==> src/rtl/core/rgbm_pkg.sv <==
// Package: widths and constants of the RGBM pixel encoder.
`timescale 1ns / 1ps

package rgbm_pkg;

	// field widths
	localparam int IN_W   = 32;
	localparam int CH_W   = IN_W - 1;          // magnitude of a clamped channel
	localparam int BYTE_W = 8;
	localparam int K_W    = 4;

	// scale factor 255*255 (the factor 255 is a shift and subtract)
	localparam int                  SCALE2_W = 16;
	localparam logic [SCALE2_W-1:0] SCALE2   = 16'd65025;

	// products of a channel with the scale factors
	localparam int NUM_W  = CH_W + SCALE2_W;   // c * 65025
	localparam int C255_W = CH_W + BYTE_W;     // c * 255

	// range register
	localparam logic [K_W-1:0] K_MIN   = 4'd2;
	localparam logic [K_W-1:0] K_RESET = 4'd2;
	localparam int             K_MAX   = 15;

	// multiplier limits and saturated byte
	localparam logic [BYTE_W-1:0] M_MIN    = 8'd1;
	localparam logic [BYTE_W-1:0] M_MAX    = 8'd255;
	localparam logic [BYTE_W-1:0] SAT_BYTE = 8'd255;

	// divider: one quotient bit per stage, remainder below 256*M
	localparam int DIV_STAGES = BYTE_W;
	localparam int REM_W      = 16;

	// pipeline: two lane stages (merge beside the second), prep stage, divider stages
	localparam int NUM_STAGES = 3 + DIV_STAGES;

endpackage

==> src/rtl/core/rgbm_pix_if.sv <==
// Interface: pixel input channel (three signed Q channels).
`timescale 1ns / 1ps

interface rgbm_pix_if;
	logic                             valid;
	logic                             ready;
	logic signed [rgbm_pkg::IN_W-1:0] red_in;
	logic signed [rgbm_pkg::IN_W-1:0] green_in;
	logic signed [rgbm_pkg::IN_W-1:0] blue_in;

	modport source (output valid, red_in, green_in, blue_in, input ready);
	modport sink   (input valid, red_in, green_in, blue_in, output ready);
endinterface

==> src/rtl/core/rgbm_enc_if.sv <==
// Interface: encoded RGBM output channel.
`timescale 1ns / 1ps

interface rgbm_enc_if;
	logic                          valid;
	logic                          ready;
	logic [rgbm_pkg::BYTE_W-1:0]   red_byte;
	logic [rgbm_pkg::BYTE_W-1:0]   green_byte;
	logic [rgbm_pkg::BYTE_W-1:0]   blue_byte;
	logic [rgbm_pkg::BYTE_W-1:0]   multiplier_byte;

	modport source (output valid, red_byte, green_byte, blue_byte, multiplier_byte,
		input ready);
	modport sink   (input valid, red_byte, green_byte, blue_byte, multiplier_byte,
		output ready);
endinterface

==> src/rtl/core/rgbm_cfg_if.sv <==
// Interface: configuration write channel for the range register.
`timescale 1ns / 1ps

interface rgbm_cfg_if;
	logic                       valid;
	logic                       ready;
	logic [rgbm_pkg::K_W-1:0]   range_log2;

	modport source (output valid, range_log2, input ready);
	modport sink   (input valid, range_log2, output ready);
endinterface

==> src/rtl/core/rgbm_lane_front.sv <==
// Lane front end: clamp, scale by 255 and 255^2, pre-shift the numerator.
`timescale 1ns / 1ps

module rgbm_lane_front #(
	parameter  int FRAC_BITS = 16,
	localparam int SH_W      = $clog2(FRAC_BITS + rgbm_pkg::K_MAX + 1),
	localparam int B_W       = rgbm_pkg::NUM_W - FRAC_BITS - 1
) (
	input  logic                               clk,
	input  logic [1:0]                         en,       // stage loads s2..s1
	input  logic signed [rgbm_pkg::IN_W-1:0]   chan,
	input  logic [SH_W-1:0]                    sh_m1,    // total shift minus one
	output logic [rgbm_pkg::C255_W-1:0]        c255_s1,
	output logic [B_W-1:0]                     b_s2
);

	logic [rgbm_pkg::CH_W-1:0]   mag;
	logic [rgbm_pkg::NUM_W-1:0]  num;
	logic [rgbm_pkg::C255_W-1:0] c255;
	logic [rgbm_pkg::NUM_W-1:0]  num_s1;

	// negatives clamp to zero
	assign mag = chan[rgbm_pkg::IN_W-1] ? '0 : chan[rgbm_pkg::CH_W-1:0];

	// c * 65025 on one multiplier, c * 255 as shift and subtract
	assign num  = rgbm_pkg::NUM_W'(mag) * rgbm_pkg::NUM_W'(rgbm_pkg::SCALE2);
	assign c255 = {mag, {rgbm_pkg::BYTE_W{1'b0}}} - rgbm_pkg::C255_W'(mag);

	// stage 1
	always_ff @(posedge clk) begin
		if (en[0]) begin
			num_s1  <= num;
			c255_s1 <= c255;
		end
	end

	// stage 2: floor(2*num / 2^shift)
	always_ff @(posedge clk) begin
		if (en[1]) begin
			b_s2 <= B_W'(num_s1 >> sh_m1);
		end
	end

endmodule

==> src/rtl/core/rgbm_merge.sv <==
// Merge stage: peak over the three lanes and the shared multiplier M.
`timescale 1ns / 1ps

module rgbm_merge #(
	parameter  int FRAC_BITS = 16,
	localparam int SH_W      = $clog2(FRAC_BITS + rgbm_pkg::K_MAX + 1),
	localparam int SUM_W     = rgbm_pkg::C255_W + 1
) (
	input  logic                               clk,
	input  logic                               en,
	input  logic [rgbm_pkg::C255_W-1:0]        red_c255,
	input  logic [rgbm_pkg::C255_W-1:0]        green_c255,
	input  logic [rgbm_pkg::C255_W-1:0]        blue_c255,
	input  logic [SH_W-1:0]                    shift,
	output logic [rgbm_pkg::BYTE_W-1:0]        m_s2
);

	logic [rgbm_pkg::C255_W-1:0] peak_rg;
	logic [rgbm_pkg::C255_W-1:0] peak;
	logic [SUM_W-1:0]            round_up;
	logic [SUM_W-1:0]            ceil_q;
	logic [rgbm_pkg::BYTE_W-1:0] m_next;

	// largest scaled channel
	assign peak_rg = (green_c255 > red_c255) ? green_c255 : red_c255;
	assign peak    = (blue_c255 > peak_rg) ? blue_c255 : peak_rg;

	// ceiling of peak / 2^shift
	assign round_up = (SUM_W'(1) << shift) - SUM_W'(1);
	assign ceil_q   = (SUM_W'(peak) + round_up) >> shift;

	// hold M between 1 and 255
	always_comb begin
		priority if (ceil_q == '0) begin
			m_next = rgbm_pkg::M_MIN;
		end else if (ceil_q > SUM_W'(rgbm_pkg::M_MAX)) begin
			m_next = rgbm_pkg::M_MAX;
		end else begin
			m_next = ceil_q[rgbm_pkg::BYTE_W-1:0];
		end
	end

	always_ff @(posedge clk) begin
		if (en) begin
			m_s2 <= m_next;
		end
	end

endmodule

==> src/rtl/core/rgbm_div_lane.sv <==
// Lane back end: rounding, saturation test and an 8-stage divide by M.
`timescale 1ns / 1ps

module rgbm_div_lane #(
	parameter  int FRAC_BITS = 16,
	localparam int B_W       = rgbm_pkg::NUM_W - FRAC_BITS - 1,
	localparam int DS        = rgbm_pkg::DIV_STAGES,
	localparam int REM_W     = rgbm_pkg::REM_W,
	localparam int BW        = rgbm_pkg::BYTE_W
) (
	input  logic                     clk,
	input  logic [DS:0]              en,       // stage loads, s3 at bit 0
	input  logic [B_W-1:0]           b_s2,
	input  logic [DS:0][BW-1:0]      m_feed,   // M as seen by each stage's input
	output logic [BW-1:0]            byte_out
);

	logic [B_W:0]     t_sum;
	logic [REM_W-1:0] m255;
	logic             sat;

	logic [REM_W-1:0] rem_s [3:DS+2];
	logic [BW-1:0]    quo_s [3:DS+3];
	logic             sat_s [3:DS+3];

	// T = (B + M) / 2, saturate when floor(num / 2^shift) >= 255*M
	assign t_sum = {1'b0, b_s2} + (B_W+1)'(m_feed[0]);
	assign m255  = {m_feed[0], {BW{1'b0}}} - REM_W'(m_feed[0]);
	assign sat   = b_s2[B_W-1:1] >= (B_W-1)'(m255);

	// stage 3: below saturation T < 256*M fits the remainder width
	always_ff @(posedge clk) begin
		if (en[0]) begin
			rem_s[3] <= t_sum[REM_W:1];
			quo_s[3] <= '0;
			sat_s[3] <= sat;
		end
	end

	// restoring division, one quotient bit per stage, MSB first
	for (genvar j = 0; j < DS; j++) begin : g_div
		logic [REM_W-1:0] dvs;
		logic             ge;

		assign dvs = REM_W'(m_feed[j+1]) << (DS - 1 - j);
		assign ge  = rem_s[j+3] >= dvs;

		always_ff @(posedge clk) begin
			if (en[j+1]) begin
				quo_s[j+4] <= quo_s[j+3] | (BW'(ge) << (DS - 1 - j));
				sat_s[j+4] <= sat_s[j+3];
			end
		end

		if (j < DS - 1) begin : g_rem
			always_ff @(posedge clk) begin
				if (en[j+1]) begin
					rem_s[j+4] <= ge ? (rem_s[j+3] - dvs) : rem_s[j+3];
				end
			end
		end
	end

	assign byte_out = sat_s[DS+3] ? rgbm_pkg::SAT_BYTE : quo_s[DS+3];

endmodule

==> src/rtl/core/rgbm_pixel_encoder_core.sv <==
// Top level: RGBM pixel encoder with three channel lanes and a shared merge.
`timescale 1ns / 1ps
//
// Encodes one HDR pixel (signed fixed-point red, green, blue) into RGBM bytes.
// pixel:   item in, accepted when pixel.valid and pixel.ready are both high.
// encoded: item out, taken when encoded.valid and encoded.ready are both high.
// cfg:     writes range_log2 (values 0 and 1 act as 2); always ready. Write it
//          only while no item is in flight.
// Depth: 11 stages; the item is offered on encoded.valid from the last one.
// Throughput: one item per cycle unless stalled. Each lane runs a fully
//          pipelined eight-stage divide by M (one quotient bit per stage) after
//          two scaling stages (the merge finds the peak and M beside the second)
//          and a rounding stage.
// Stall: when encoded.ready is low, stages hold; empty stages in the pipe
//          still load, so input is taken until all 11 stages are full.
// Reset: arst_n clears all stage valid bits and sets range_log2 to 2.
// Results leave in acceptance order, one per item.
//
module rgbm_pixel_encoder_core #(
	parameter int FRAC_BITS = 16
) (
	input  logic          clk,
	input  logic          arst_n,
	rgbm_pix_if.sink      pixel,
	rgbm_enc_if.source    encoded,
	rgbm_cfg_if.sink      cfg
);

	localparam int SH_W = $clog2(FRAC_BITS + rgbm_pkg::K_MAX + 1);
	localparam int B_W  = rgbm_pkg::NUM_W - FRAC_BITS - 1;
	localparam int NS   = rgbm_pkg::NUM_STAGES;
	localparam int DS   = rgbm_pkg::DIV_STAGES;
	localparam int BW   = rgbm_pkg::BYTE_W;

	logic [rgbm_pkg::K_W-1:0] range_log2_q;
	logic [rgbm_pkg::K_W-1:0] k_eff;
	logic [SH_W-1:0]          shift;
	logic [SH_W-1:0]          sh_m1;

	logic [NS:1]              valid_s;
	wire  [NS:1]              en;

	logic [rgbm_pkg::C255_W-1:0] red_c255_s1;
	logic [rgbm_pkg::C255_W-1:0] green_c255_s1;
	logic [rgbm_pkg::C255_W-1:0] blue_c255_s1;
	logic [B_W-1:0]              red_b_s2;
	logic [B_W-1:0]              green_b_s2;
	logic [B_W-1:0]              blue_b_s2;

	logic [BW-1:0]           m_s2;
	logic [BW-1:0]           m_sn [3:NS];
	logic [DS:0][BW-1:0]     m_feed;

	// range register
	assign cfg.ready = 1'b1;

	always_ff @(posedge clk or negedge arst_n) begin
		if (!arst_n) begin
			range_log2_q <= rgbm_pkg::K_RESET;
		end else if (cfg.valid) begin
			range_log2_q <= cfg.range_log2;
		end
	end

	assign k_eff = (range_log2_q < rgbm_pkg::K_MIN) ? rgbm_pkg::K_MIN : range_log2_q;
	assign shift = SH_W'(FRAC_BITS) + SH_W'(k_eff);
	assign sh_m1 = shift - SH_W'(1);

	// stage loads: a stage loads when empty or when the next one loads
	assign en[NS] = !valid_s[NS] || encoded.ready;
	for (genvar j = 1; j < NS; j++) begin : g_en
		assign en[j] = !valid_s[j] || en[j+1];
	end

	assign pixel.ready = en[1];

	always_ff @(posedge clk or negedge arst_n) begin
		if (!arst_n) begin
			valid_s <= '0;
		end else begin
			if (en[1]) begin
				valid_s[1] <= pixel.valid;
			end
			for (int j = 2; j <= NS; j++) begin
				if (en[j]) begin
					valid_s[j] <= valid_s[j-1];
				end
			end
		end
	end

	// channel lanes, front end
	rgbm_lane_front #(.FRAC_BITS(FRAC_BITS)) u_front_red (
		.clk(clk), .en(en[2:1]), .chan(pixel.red_in), .sh_m1(sh_m1),
		.c255_s1(red_c255_s1), .b_s2(red_b_s2)
	);
	rgbm_lane_front #(.FRAC_BITS(FRAC_BITS)) u_front_green (
		.clk(clk), .en(en[2:1]), .chan(pixel.green_in), .sh_m1(sh_m1),
		.c255_s1(green_c255_s1), .b_s2(green_b_s2)
	);
	rgbm_lane_front #(.FRAC_BITS(FRAC_BITS)) u_front_blue (
		.clk(clk), .en(en[2:1]), .chan(pixel.blue_in), .sh_m1(sh_m1),
		.c255_s1(blue_c255_s1), .b_s2(blue_b_s2)
	);

	// shared multiplier from the lane peaks
	rgbm_merge #(.FRAC_BITS(FRAC_BITS)) u_merge (
		.clk(clk), .en(en[2]),
		.red_c255(red_c255_s1), .green_c255(green_c255_s1), .blue_c255(blue_c255_s1),
		.shift(shift), .m_s2(m_s2)
	);

	// M travels beside the divider stages
	always_ff @(posedge clk) begin
		if (en[3]) begin
			m_sn[3] <= m_s2;
		end
		for (int j = 4; j <= NS; j++) begin
			if (en[j]) begin
				m_sn[j] <= m_sn[j-1];
			end
		end
	end

	always_comb begin
		m_feed[0] = m_s2;
		for (int j = 1; j <= DS; j++) begin
			m_feed[j] = m_sn[j+2];
		end
	end

	// channel lanes, divider back end
	rgbm_div_lane #(.FRAC_BITS(FRAC_BITS)) u_div_red (
		.clk(clk), .en(en[NS:3]), .b_s2(red_b_s2), .m_feed(m_feed),
		.byte_out(encoded.red_byte)
	);
	rgbm_div_lane #(.FRAC_BITS(FRAC_BITS)) u_div_green (
		.clk(clk), .en(en[NS:3]), .b_s2(green_b_s2), .m_feed(m_feed),
		.byte_out(encoded.green_byte)
	);
	rgbm_div_lane #(.FRAC_BITS(FRAC_BITS)) u_div_blue (
		.clk(clk), .en(en[NS:3]), .b_s2(blue_b_s2), .m_feed(m_feed),
		.byte_out(encoded.blue_byte)
	);

	assign encoded.valid           = valid_s[NS];
	assign encoded.multiplier_byte = m_sn[NS];

endmodule

==> src/flat_wrapper.sv <==
// flat-port wrapper written by rule: the top's interface ports become plain ports
module rgbm_pixel_encoder_core_flat 
#(
	parameter int FRAC_BITS = 16
)
  (clk, arst_n, pixel_valid, pixel_red_in, pixel_green_in, pixel_blue_in, pixel_ready, encoded_valid, encoded_red_byte, encoded_green_byte, encoded_blue_byte, encoded_multiplier_byte, encoded_ready, cfg_valid, cfg_range_log2, cfg_ready);
  rgbm_pix_if pixel_i ();
  rgbm_enc_if encoded_i ();
  rgbm_cfg_if cfg_i ();
  input  logic clk;
  input  logic arst_n;
  input wire logic [$bits(pixel_i.valid)-1:0] pixel_valid;
  input wire logic [$bits(pixel_i.red_in)-1:0] pixel_red_in;
  input wire logic [$bits(pixel_i.green_in)-1:0] pixel_green_in;
  input wire logic [$bits(pixel_i.blue_in)-1:0] pixel_blue_in;
  output wire logic [$bits(pixel_i.ready)-1:0] pixel_ready;
  output wire logic [$bits(encoded_i.valid)-1:0] encoded_valid;
  output wire logic [$bits(encoded_i.red_byte)-1:0] encoded_red_byte;
  output wire logic [$bits(encoded_i.green_byte)-1:0] encoded_green_byte;
  output wire logic [$bits(encoded_i.blue_byte)-1:0] encoded_blue_byte;
  output wire logic [$bits(encoded_i.multiplier_byte)-1:0] encoded_multiplier_byte;
  input wire logic [$bits(encoded_i.ready)-1:0] encoded_ready;
  input wire logic [$bits(cfg_i.valid)-1:0] cfg_valid;
  input wire logic [$bits(cfg_i.range_log2)-1:0] cfg_range_log2;
  output wire logic [$bits(cfg_i.ready)-1:0] cfg_ready;
  assign pixel_i.valid = pixel_valid;
  assign pixel_i.red_in = pixel_red_in;
  assign pixel_i.green_in = pixel_green_in;
  assign pixel_i.blue_in = pixel_blue_in;
  assign pixel_ready = pixel_i.ready;
  assign encoded_valid = encoded_i.valid;
  assign encoded_red_byte = encoded_i.red_byte;
  assign encoded_green_byte = encoded_i.green_byte;
  assign encoded_blue_byte = encoded_i.blue_byte;
  assign encoded_multiplier_byte = encoded_i.multiplier_byte;
  assign encoded_i.ready = encoded_ready;
  assign cfg_i.valid = cfg_valid;
  assign cfg_i.range_log2 = cfg_range_log2;
  assign cfg_ready = cfg_i.ready;
  rgbm_pixel_encoder_core #(.FRAC_BITS(FRAC_BITS)) u_core (.clk(clk), .arst_n(arst_n), .pixel(pixel_i), .encoded(encoded_i), .cfg(cfg_i));
endmodule
==> config.mk <==
export PLATFORM = sky130hd
export DESIGN_NAME = rgbm_pixel_encoder_core_flat
export DESIGN_NICKNAME = d
export VERILOG_FILES = /design/src/rtl/core/rgbm_pkg.sv /design/src/rtl/core/rgbm_pix_if.sv /design/src/rtl/core/rgbm_enc_if.sv /design/src/rtl/core/rgbm_cfg_if.sv /design/src/rtl/core/rgbm_lane_front.sv /design/src/rtl/core/rgbm_merge.sv /design/src/rtl/core/rgbm_div_lane.sv /design/src/rtl/core/rgbm_pixel_encoder_core.sv /design/src/flat_wrapper.sv
export SDC_FILE = /design/constraint.sdc
export NUM_CORES = 2
export LEC_CHECK = 0
export BUFFER_PORTS_ARGS = -buffer_cell sky130_fd_sc_hd__buf_4
export CAP_MARGIN = 30
export CORE_AREA = 2 2 387 389
export CTS_CLUSTER_DIAMETER = 50
export DETAILED_ROUTE_END_ITERATION = 16
export DIE_AREA = 0 0 389 391
export PLACE_DENSITY = 0.66
export SLEW_MARGIN = 20
export SYNTH_ARGS = -nofsm -noshare
export SYNTH_HDL_FRONTEND = slang
export SYNTH_SLANG_ARGS = --single-unit
==> constraint.sdc <==
create_clock -name clk -period 18.46 [get_ports clk]
set_input_delay 0.923 -clock clk [delete_from_list [all_inputs] [get_ports clk]]
set_output_delay 0.923 -clock clk [all_outputs]
set_load 0.01 [all_outputs]
==> run summary <==
Slowest stage cell on the critical path = nor4_2
Via count = 49600
Worst slew pin tran = 1.08 ns
Setup_tns = 0 ns
Cts hold-fix bufs = 1
Ports = 140
Cell variety after synth = 93
Ys flop type = edfxtp_1
Syn Nets = 8212
Seq cells post-synth = 914
Share of the yosys chip area belonging to registers = 0.371
Commonest non-fill, non-tap cell in the layout = ha_1
Filler cells = 12800
Synthesized instance count = 6760
Core area = 0.149 mm2
Crit-path max cell delay = 0.64 ns
CP Capture Type = flop
Max Clk Rate = 92.2 MHz
Top delay family on crit path = compound AO/OA/AOI/OAI gates
Cell Area, Synth = 0.0737 mm2
Post-synth EDFFs = 899
Iter 0 DRT Violations = 2955
Final setup violating endpoints = 0
Routed wire length = 175000 um
Routed wire length per instance = 19.5 um
PostCTS Resize Cnt = 0
Maximum fanout along the worst path = 75
Starting Density = 0.496
Final hold vios = 0
Buf/Inv on CP = 2
Async set-reset flop share out of synthesis = 0.0164
Clk pwr share = 0.140
Req. time, crit path = 18.89 ns
Total track usage = 0.228
Port Buffers = 138
Startpoint Class = flop
Setup bufs post-CTS = 0
Routability-driven placement congestion ratio = 0.911
Warning count from the yosys run = 0
TritonCTS Sinks = 914
Internal = 9150 uW
Reg area = 0.0274 mm2
Chip height = 391 um
VDD IR max = 100 uV
Met1 Track Usage GR = 0.283
Pwr dens = 200 mW/mm2
Largest net degree at the start of global routing = 76
H-tree depth = 3
Die ar. = 0.152 mm2
Max-Cap Viols = 0
Root buf cell = clkbuf_16
Vias in the first global route = 50000
Ant. Diodes = 0
Share of cells above drive strength 1 = 0.0669
Area grow syn2layout = 9.93%
Clock Latency Late Sink = 0.75 ns
RSZ-0062 raised after global routing = no
Tmin final = 10.85 ns
Avg Cell Area, Syn = 10.9 um2
Leak = 0.0373 uW
Post-DRT Antenna Nets = 0
Most frequent cells in the layout = ha_1 (917), edfxtp_1 (899), inv_1 (763)
GR peak layer = met2
CTS tree = done
Clock Skew = 0.0780 ns
Multi-input gate area = 0.0431 mm2
Crit path kind = reg2reg
Sw frac = 0.435
First-pass GRT wire length = 273000 um
CP dominant cell by count = ha_1
Post-DP HPWL = 144000 um
CTS Buffer Depth = 3
Num CTS Buffers = 109
Status = finished, final reports clean
Critical Path AT = 11.28 ns
Worst slew margin = 0.273
Initial antenna violation count = 1
Met3 Use GR = 0.0225
Horiz. Die Dim = 389 um
Total grt overflow = 0
Hold Slack = 0.414 ns
Pre-antenna DRT Iters = 5
Combinational power share = 0.589
Seq pwr share = 0.271
P_sw = 7040 uW
Vias per inst = 5.54
Routing usage on met2 = 0.411
Row cnt = 142
Slew Viols, Final = 0
Worst hold path type = reg2reg
Part of the cycle the worst path needs = 0.588
Clock slew at reported path FFs = 0.06 ns
DRC Markers = 0
Fin nets = 8367
cells in the mapped netlist (45+ instances only):
master      n  share of area
nor2_1    436          0.022
nor2b_1    89         0.0076
nand2b_1  209          0.018
nand3_1   115         0.0078
and3_1     45         0.0038
xnor2_1   293          0.035
o21ai_0   222          0.015
a21o_1    206          0.021
mux2i_1   257          0.035
nor4_1     48         0.0041
a211oi_1   56         0.0057
ha_1      918           0.16
fa_1      429           0.12
o21bai_1   80         0.0081
xor2_1    137          0.016
inv_1     765          0.039
edfxtp_1  899           0.37
clkbuf_1   91         0.0046
nor3_1    108         0.0073
a21oi_1   476          0.032
nand2_1   309          0.016
nand4_1    71         0.0060
cells by family (layout without fill, tap and decap cells):
logic type                 count (synthesis)  count (layout)  share of synthesized area
AOI/OAI and AO/OA                       1289            1289                      0.110
xor gates and xnor gates                 431             431                     0.0515
adders and majority gates               1347            1347                      0.272
buffers and inverters                    894            1145                     0.0456
DFF                                      914             914                      0.371
muxes                                    279             279                     0.0397
other                                      1               1                  0.0000509
and+or+nand+nor                         1605            1605                      0.110
worst reg2reg max path, delay by kind of cell (launching register included):
family	cells	cell delay (ns)
AO/OA/AOI/OAI	20	4.77
AND/OR/NAND/NOR	10	2.73
adder cells (fa/ha/maj)	4	1.38
buffers and inverters	2	0.58
multiplexers	1	0.56
flip-flops	1	0.39
XOR/XNOR	1	0.15
power groups by stage:
stage | sequential [uW] | clock, uW | combinational (uW)
2_1_floorplan | 4110 | 0 | 7340
3_3_place_gp | 4410 | 0 | 9300
3_5_place_dp | 4430 | 0 | 9440
4_1_cts | 4390 | 2320 | 9530
5_1_grt | 4470 | 2400 | 10800
6_report | 4390 | 2270 | 9530
cell type report:
class / instances / share of cell area
Inverter: 768 / 0.0356
Tap cell: 1944 / 0.0300
Multi-Input combinational cell: 4952 / 0.532
Timing Repair Buffer: 170 / 0.0159
Clock buffer: 117 / 0.0342
Sequential cell: 914 / 0.338
Clock inverter: 90 / 0.0146
stage by stage:
| stage | setup WS, ns | instances | power, uW | instance area (um2) | util |
|---|---|---|---|---|---|
| floorplan | 3.61 | 6760 | 11500 | 73700 | - |
| global placement | 7.96 | 8743 | 13700 | 77000 | 0.519 |
| detailed placement | 7.69 | 8746 | 13900 | 77100 | 0.519 |
| CTS | 7.61 | 8954 | 16200 | 81000 | 0.545 |
| global route | 6.90 | 8955 | 17600 | 81000 | 0.546 |
| finish | 7.61 | 8955 | 16200 | 81000 | 0.546 |
per-layer routing:
metal / part of all wire / wire length (um)
met5: 0 / 0
met4: 0.038 / 6590
met3: 0.030 / 5200
met2: 0.50 / 87900
met1: 0.43 / 75000
worst paths after layout:
path,startpoint,end,slack [ns],cells past startpoint
min,u_core.u_div_blue.rem_s[0][82],u_core.u_div_blue.rem_s[0][98],0.41,0
min reg2reg,u_core.u_div_blue.rem_s[0][82],u_core.u_div_blue.rem_s[0][98],0.41,0
max reg2reg,u_core.u_front_green.c255_s1[36],u_core.u_merge.m_s2[0],7.61,38
max,u_core.u_front_green.c255_s1[36],u_core.u_merge.m_s2[0],7.61,38
max in group asynchronous,arst_n,u_core.range_log2_q[1],17.55,2
min in group asynchronous,arst_n,u_core.valid_s[11],0.58,2
registers in the layout, indices dropped and copies added (netlist names), 31 cells and up:
signal	count
u_core.u_div_blue.rem_s	128
u_core.u_div_red.rem_s	128
u_core.m_sn	72
u_core.u_div_green.quo_s	36
u_core.u_front_red.c255_s1	39
u_core.u_front_red.num_s1	31
u_core.u_front_blue.num_s1	31
u_core.u_front_blue.c255_s1	39
u_core.u_front_green.c255_s1	39
u_core.u_front_green.num_s1	31
u_core.u_div_red.quo_s	36
u_core.u_div_green.rem_s	128
u_core.u_div_blue.quo_s	36
No activity file was read; power rests on OpenSTA's default activity.
